File: config.mk
export PLATFORM = sky130hd
export DESIGN_NAME = strs_ctrl
export DESIGN_NICKNAME = d
export VERILOG_FILES = /design/src/sv/strs_pkg.sv /design/src/sv/strs_ctrl.sv
export SDC_FILE = /design/constraint.sdc
export NUM_CORES = 1
export LEC_CHECK = 0
export BUFFER_PORTS_ARGS = -buffer_cell sky130_fd_sc_hd__buf_2
export CORE_MARGIN = 2
export CORE_UTILIZATION = 30
export CTS_CLUSTER_DIAMETER = 150
export DETAILED_ROUTE_END_ITERATION = 6
export MAX_ROUTING_LAYER = met4
export SLEW_MARGIN = 20
export SYNTH_ARGS = -nofsm -noshare
export SYNTH_HDL_FRONTEND = slang
export SYNTH_SLANG_ARGS = --single-unit
File: constraint.sdc
create_clock -name i_clk -period 3.5 [get_ports i_clk]
set_input_delay 1.05 -clock i_clk [delete_from_list [all_inputs] [get_ports i_clk]]
set_output_delay 1.05 -clock i_clk [all_outputs]
set_load 0.05 [all_outputs]
File: src/sv/strs_pkg.sv
// ----------------------------------------------------------------------------
// strs_pkg
// Shared types and constants for the range-sum segment tree: controller
// states, the command bundle and the status bundle.
// ----------------------------------------------------------------------------
package strs_pkg;

    localparam int unsigned MODE_W  = 1;
    localparam int unsigned LEAF_W  = 10;
    localparam int unsigned VALUE_W = 32;
    localparam int unsigned RANGE_W = 11;
    localparam int unsigned SUM_W   = 64;

    localparam logic [MODE_W-1:0] MODE_UPDATE = 1'b0;
    localparam logic [MODE_W-1:0] MODE_QUERY  = 1'b1;

    typedef enum logic [3:0] {
        ST_CLEAR,
        ST_IDLE,
        ST_DISPATCH,
        ST_UPD_LEAF,
        ST_UPD_RD,
        ST_UPD_WR,
        ST_QRY_A,
        ST_QRY_B,
        ST_QRY_OUT
    } t_state;

    // controller -> datapath
    typedef struct packed {
        logic load;
        logic clr_wr;
        logic upd_leaf;
        logic upd_rd;
        logic upd_wr;
        logic qry_a;
        logic qry_b;
        logic qry_out;
    } t_cmd;

    // datapath -> controller
    typedef struct packed {
        logic clr_last;
        logic is_query;
        logic upd_skip;
        logic upd_top;
        logic q_empty;
        logic q_done;
        logic out_busy;
    } t_sts;

endpackage

File: src/sv/strs_ctrl.sv
// ----------------------------------------------------------------------------
// strs_ctrl
// Sequencer for the segment tree: clearing pass after reset, the bottom-up
// ancestor walk of an update and the two-pointer walk of a query.
// ----------------------------------------------------------------------------
module strs_ctrl (
    input  logic            i_clk,
    input  logic            i_rst_n,
    input  logic            i_valid,
    output logic            o_stall,
    input  strs_pkg::t_sts  i_sts,
    output strs_pkg::t_cmd  o_cmd
);

    strs_pkg::t_state r_state;
    strs_pkg::t_state n_state;

    always_ff @(posedge i_clk) begin
        if (!i_rst_n) begin
            r_state <= strs_pkg::ST_CLEAR;
        end else begin
            r_state <= n_state;
        end
    end

    always_comb begin
        n_state = r_state;
        o_cmd   = '0;
        o_stall = 1'b1;
        unique case (r_state)
            strs_pkg::ST_CLEAR: begin
                o_cmd.clr_wr = 1'b1;
                if (i_sts.clr_last) begin
                    n_state = strs_pkg::ST_IDLE;
                end
            end
            strs_pkg::ST_IDLE: begin
                o_stall = 1'b0;
                if (i_valid) begin
                    o_cmd.load = 1'b1;
                    n_state    = strs_pkg::ST_DISPATCH;
                end
            end
            strs_pkg::ST_DISPATCH: begin
                priority if (i_sts.is_query && i_sts.q_empty) begin
                    n_state = strs_pkg::ST_QRY_OUT;
                end else if (i_sts.is_query) begin
                    n_state = strs_pkg::ST_QRY_A;
                end else if (i_sts.upd_skip) begin
                    n_state = strs_pkg::ST_IDLE;
                end else begin
                    n_state = strs_pkg::ST_UPD_LEAF;
                end
            end
            strs_pkg::ST_UPD_LEAF: begin
                o_cmd.upd_leaf = 1'b1;
                n_state        = strs_pkg::ST_UPD_RD;
            end
            strs_pkg::ST_UPD_RD: begin
                o_cmd.upd_rd = 1'b1;
                n_state      = strs_pkg::ST_UPD_WR;
            end
            strs_pkg::ST_UPD_WR: begin
                o_cmd.upd_wr = 1'b1;
                n_state = i_sts.upd_top ? strs_pkg::ST_IDLE : strs_pkg::ST_UPD_RD;
            end
            strs_pkg::ST_QRY_A: begin
                o_cmd.qry_a = 1'b1;
                n_state = i_sts.q_done ? strs_pkg::ST_QRY_OUT : strs_pkg::ST_QRY_B;
            end
            strs_pkg::ST_QRY_B: begin
                o_cmd.qry_b = 1'b1;
                n_state     = strs_pkg::ST_QRY_A;
            end
            strs_pkg::ST_QRY_OUT: begin
                // hold until the output register is free
                if (!i_sts.out_busy) begin
                    o_cmd.qry_out = 1'b1;
                    n_state       = strs_pkg::ST_IDLE;
                end
            end
            default: begin
                n_state = strs_pkg::ST_CLEAR;
            end
        endcase
    end

    a_clear_ends: assert property (@(posedge i_clk) disable iff (!i_rst_n)
        (r_state == strs_pkg::ST_CLEAR && i_sts.clr_last) |=> (r_state == strs_pkg::ST_IDLE))
        else $error("clearing pass did not end at the last node");

    a_update_ends: assert property (@(posedge i_clk) disable iff (!i_rst_n)
        (r_state == strs_pkg::ST_UPD_WR && i_sts.upd_top) |=> (r_state == strs_pkg::ST_IDLE))
        else $error("update walk continued past the root");

    a_stall_idle: assert property (@(posedge i_clk) disable iff (!i_rst_n)
        !o_stall |-> (r_state == strs_pkg::ST_IDLE))
        else $error("input opened outside idle");

endmodule

==> flow_summary.rst <==
.. list-table::
   :header-rows: 1

   * - Metric
     - Value
   * - Run status
     - finished clean
   * - Number of flops mapped to enable cells by yosys
     - 0
   * - TritonCTS buffer count
     - 3
   * - Worst Hold Class
     - register to register
   * - Quantity of gates resized following cts
     - 0
   * - Final cell utilization of the core
     - 0.3836
   * - Relative slew slack
     - 0.6543
   * - Worst setup path class
     - input pin to primary output
   * - Worst clock skew on the final layout
     - 0.005561 ns
   * - Number of global-route vias before repair
     - ~390
   * - Fmax
     - around 0.37 GHz
   * - Leading register cell type out of synthesis
     - sky130_fd_sc_hd__dfxtp_1
   * - Routing usage on met3
     - 0.05435
   * - Setup slack on the worst flop-to-flop path
     - ~2.2 ns
   * - Setup crit end
     - o_cmd[0]
   * - Library cell with the highest instance count after synthesis
     - sky130_fd_sc_hd__nor3_1
   * - Top-area cell type share of the netlist area
     - 0.1975
   * - Post-detailed-placement cell area
     - 470.5 µm²
   * - Total via count in the routed design
     - roughly 450
   * - Cell count after placement
     - 83
   * - Overflow left after global routing
     - 0
   * - Routed vias/inst
     - 5.279
   * - Data arrival time of the worst path
     - roughly 1.7 ns
   * - Maximum fanout along the worst path
     - 3
   * - Pin slew with the least headroom to its limit
     - about 0.52 ns
   * - Clock sink count
     - 4
   * - Crit path from
     - i_sts[0]
   * - Number of antenna violations at the first check in global routing
     - 0
   * - Met1 routing resource usage after global routing
     - 0.1591
   * - Worst path required time
     - around 2.5 ns
   * - Count of distinct cell types in the synthesized netlist
     - 26
   * - Count of standard-cell rows
     - 13
   * - Number of top-level design ports
     - 19
   * - Average detailed-routed wire length per instance
     - between 10 and 15 µm
   * - Post-layout min period
     - approximately 2.7 ns
   * - Synthesized area per cell
     - around 7.4 µm²
   * - Met2 layer usage reported by global route
     - 0.2063
   * - Number of flip-flops under the largest register name
     - 4
   * - Post-Layout Cell Count
     - between 80 and 90
   * - Synth cell count leaders
     - sky130_fd_sc_hd__nor3_1 (6), sky130_fd_sc_hd__nand2_1 (5), sky130_fd_sc_hd__dfxtp_1 (4), sky130_fd_sc_hd__nand2b_1 (4), sky130_fd_sc_hd__nor2_1 (4)
   * - Number of instances in the synthesized netlist
     - 55
   * - Startpoint of the most critical register-to-register path
     - r_state[0]$_SDFFE_PN0P_
   * - Total number of H-tree levels
     - 1
   * - Fraction of final layout cells sized beyond drive strength 1
     - 0.3239
   * - Worst setup EP type
     - primary output
   * - Layout area overhead
     - 21.60%
   * - Number of pins exceeding their max-slew limit in the final report
     - 0
   * - Period Utilization, post-route
     - 0.7728
   * - Startpoint type of the worst setup path
     - input pin
   * - Total wire length after detailed routing
     - between 900 and 1000 µm
   * - Number of max-cap violations
     - 0
   * - Register area share after synthesis
     - 0.1975
   * - Mapped cell area
     - roughly 410 µm²
   * - Peak supply drop
     - approximately 0.27 mV
   * - Clock tree from TritonCTS
     - built
   * - Die outline width
     - around 41 µm
   * - Initial DRC Count
     - 4
   * - Vertical die dimension
     - just over 40 µm
   * - Setup violators final
     - 0
   * - Longest Clk Path Bufs
     - 2
   * - Yosys warning total
     - 0
   * - Source-to-sink clock delay at the later pin of the worst-skew pair
     - about 0.23 ns
   * - Largest register by flop count
     - r_state
   * - Global routing's busiest layer
     - met2
   * - DP HPWL
     - approximately 730 µm
   * - Core Region
     - 1285 µm²
   * - Library cell occupying the most area in the post-synthesis netlist
     - sky130_fd_sc_hd__dfxtp_1
   * - Final-layout setup total negative slack
     - 0 ns
   * - Number of detailed-route iterations in the first pass
     - 2
   * - PwrDens
     - around 540 nW/µm²
   * - Synthesis-stage register bit count
     - 4
   * - Maximum number of pins on one net before global-route repair
     - 17
   * - Die ar.
     - ~1700 µm²
   * - Number of antenna cells inserted
     - 0
   * - Worst reg2reg path endpoint
     - r_state[1]$_SDFFE_PN0P_
   * - R2R depth
     - 4
   * - Global placement routability congestion
     - 0.7145
   * - Post-CTS clock slew at the launch and capture registers of the worst setup and hold paths
     - around 0.030 ns
   * - Root buf cell
     - sky130_fd_sc_hd__clkbuf_4
   * - Number of buffers inserted by hold repair at cts
     - 0
   * - Number of input and output port buffers inserted
     - 18
   * - Most area-consuming cells after synthesis
     - sky130_fd_sc_hd__dfxtp_1 (20%), sky130_fd_sc_hd__buf_6 (8.3%), sky130_fd_sc_hd__nor3_1 (7.4%), sky130_fd_sc_hd__nand2b_1 (6.2%), sky130_fd_sc_hd__nand2_1 (4.6%)
   * - Setup repair after global routing missed its margin
     - false
   * - Post-detailed-route count of antenna-violating nets
     - 0
   * - Cell leakage power
     - roughly 0.24 nW
   * - Final net count
     - 83
   * - Async SR Flop Fraction
     - 0
   * - Post-CTS Repair Setup Buffers
     - 0
   * - Post-route DRC
     - 0
   * - Regs by FF count
     - r_state (4)
   * - Global router's overall resource usage
     - 0.1400
   * - Net Count, Synth
     - 65
   * - Final Hold Violating Endpoints
     - 0
   * - Wire length of the first global-routing pass
     - roughly 1500 µm
   * - Total Power
     - between 200 and 300 µW
   * - Initial cell density of the core
     - 0.3155
   * - Final design area excluding fillers
     - between 400 and 500 µm²
## metrics by stage
stage | hold slack (ns) | worst slack (ns)
floorplan | 0.6608 | 0.3167
finish | 0.7382 | 0.7951
CTS | 0.7458 | 0.7878
global route | 0.8138 | 0.7400
detailed placement | 0.7404 | 0.7881
global placement | 0.7337 | 0.8191
## critical path: stages
cell	delay (ns)
sky130_fd_sc_hd__buf_2	0.12
sky130_fd_sc_hd__nor2_1	0.08
sky130_fd_sc_hd__and3_1	0.15
sky130_fd_sc_hd__buf_2	0.26
## worst min path at each step
stage                            start                 endpoint  cells past startpoint
2_1_floorplan  r_state[1]$_SDFFE_PN0P_  r_state[0]$_SDFFE_PN0P_                      3
3_3_place_gp   r_state[0]$_SDFFE_PN0P_  r_state[3]$_SDFFE_PN0P_                      1
3_5_place_dp   r_state[3]$_SDFFE_PN0P_  r_state[3]$_SDFFE_PN0P_                      2
4_1_cts        r_state[3]$_SDFFE_PN0P_  r_state[3]$_SDFFE_PN0P_                      2
5_1_grt        r_state[0]$_SDFFE_PN0P_  r_state[3]$_SDFFE_PN0P_                      1
6_report       r_state[3]$_SDFFE_PN0P_  r_state[3]$_SDFFE_PN0P_                      2
## placed cells by master, fill, tap and decap left out
cell type	count
sky130_fd_sc_hd__nand3b_1	2
sky130_fd_sc_hd__nor3_1	6
sky130_fd_sc_hd__dfxtp_1	4
sky130_fd_sc_hd__o21ba_1	1
sky130_fd_sc_hd__a21oi_1	3
sky130_fd_sc_hd__nor2_1	4
sky130_fd_sc_hd__o41ai_2	1
sky130_fd_sc_hd__a41o_1	1
sky130_fd_sc_hd__mux2i_1	1
sky130_fd_sc_hd__a221oi_1	1
sky130_fd_sc_hd__a31oi_1	1
sky130_fd_sc_hd__a21o_1	1
sky130_fd_sc_hd__nand3_1	1
sky130_fd_sc_hd__nand2_1	5
sky130_fd_sc_hd__clkbuf_4	3
sky130_fd_sc_hd__a41oi_1	1
sky130_fd_sc_hd__inv_1	3
sky130_fd_sc_hd__o32ai_1	1
sky130_fd_sc_hd__o21a_1	1
sky130_fd_sc_hd__nor2b_1	3
sky130_fd_sc_hd__nor4_1	1
sky130_fd_sc_hd__buf_2	18
sky130_fd_sc_hd__and3_1	2
sky130_fd_sc_hd__nor2_2	1
sky130_fd_sc_hd__nor4b_1	1
sky130_fd_sc_hd__nand2b_1	4
## layout make-up
type                    count  area, µm²
fillers                   141      792.0
inverters                   3      11.26
clock buffers               3      22.52
multi-input cells          43      270.3
well taps                  15      18.77
repair buffers             18      90.09
flip-flops and latches      4      80.08
## layer usage
metal,vias to the layer above,wire (µm),share of wire
met4,0,8,0.0087
met2,14,436,0.48
met5,-,0,0
li1,234,-,-
met3,2,48,0.052
met1,204,423,0.46
## where the power goes
group / internal (mW) / leakage (nW) / total, mW / switching, mW
Clock: 0.0382 / 0.0138 / 0.0556 / 0.0174
Combinational: 0.0447 / 0.196 / 0.131 / 0.0859
Sequential: 0.0529 / 0.0326 / 0.0783 / 0.0254
## logic make-up (layout without fill, tap and decap cells)
kind of cell / after synthesis / in the layout / share of synthesized area
AOI/OAI and AO/OA: 12 / 12 / 0.2439
and+or+nand+nor: 30 / 30 / 0.3981
buffers and inverters: 8 / 24 / 0.1358
DFF: 4 / 4 / 0.1975
muxes: 1 / 1 / 0.02469
No activity file was read; power rests on OpenSTA's default activity.
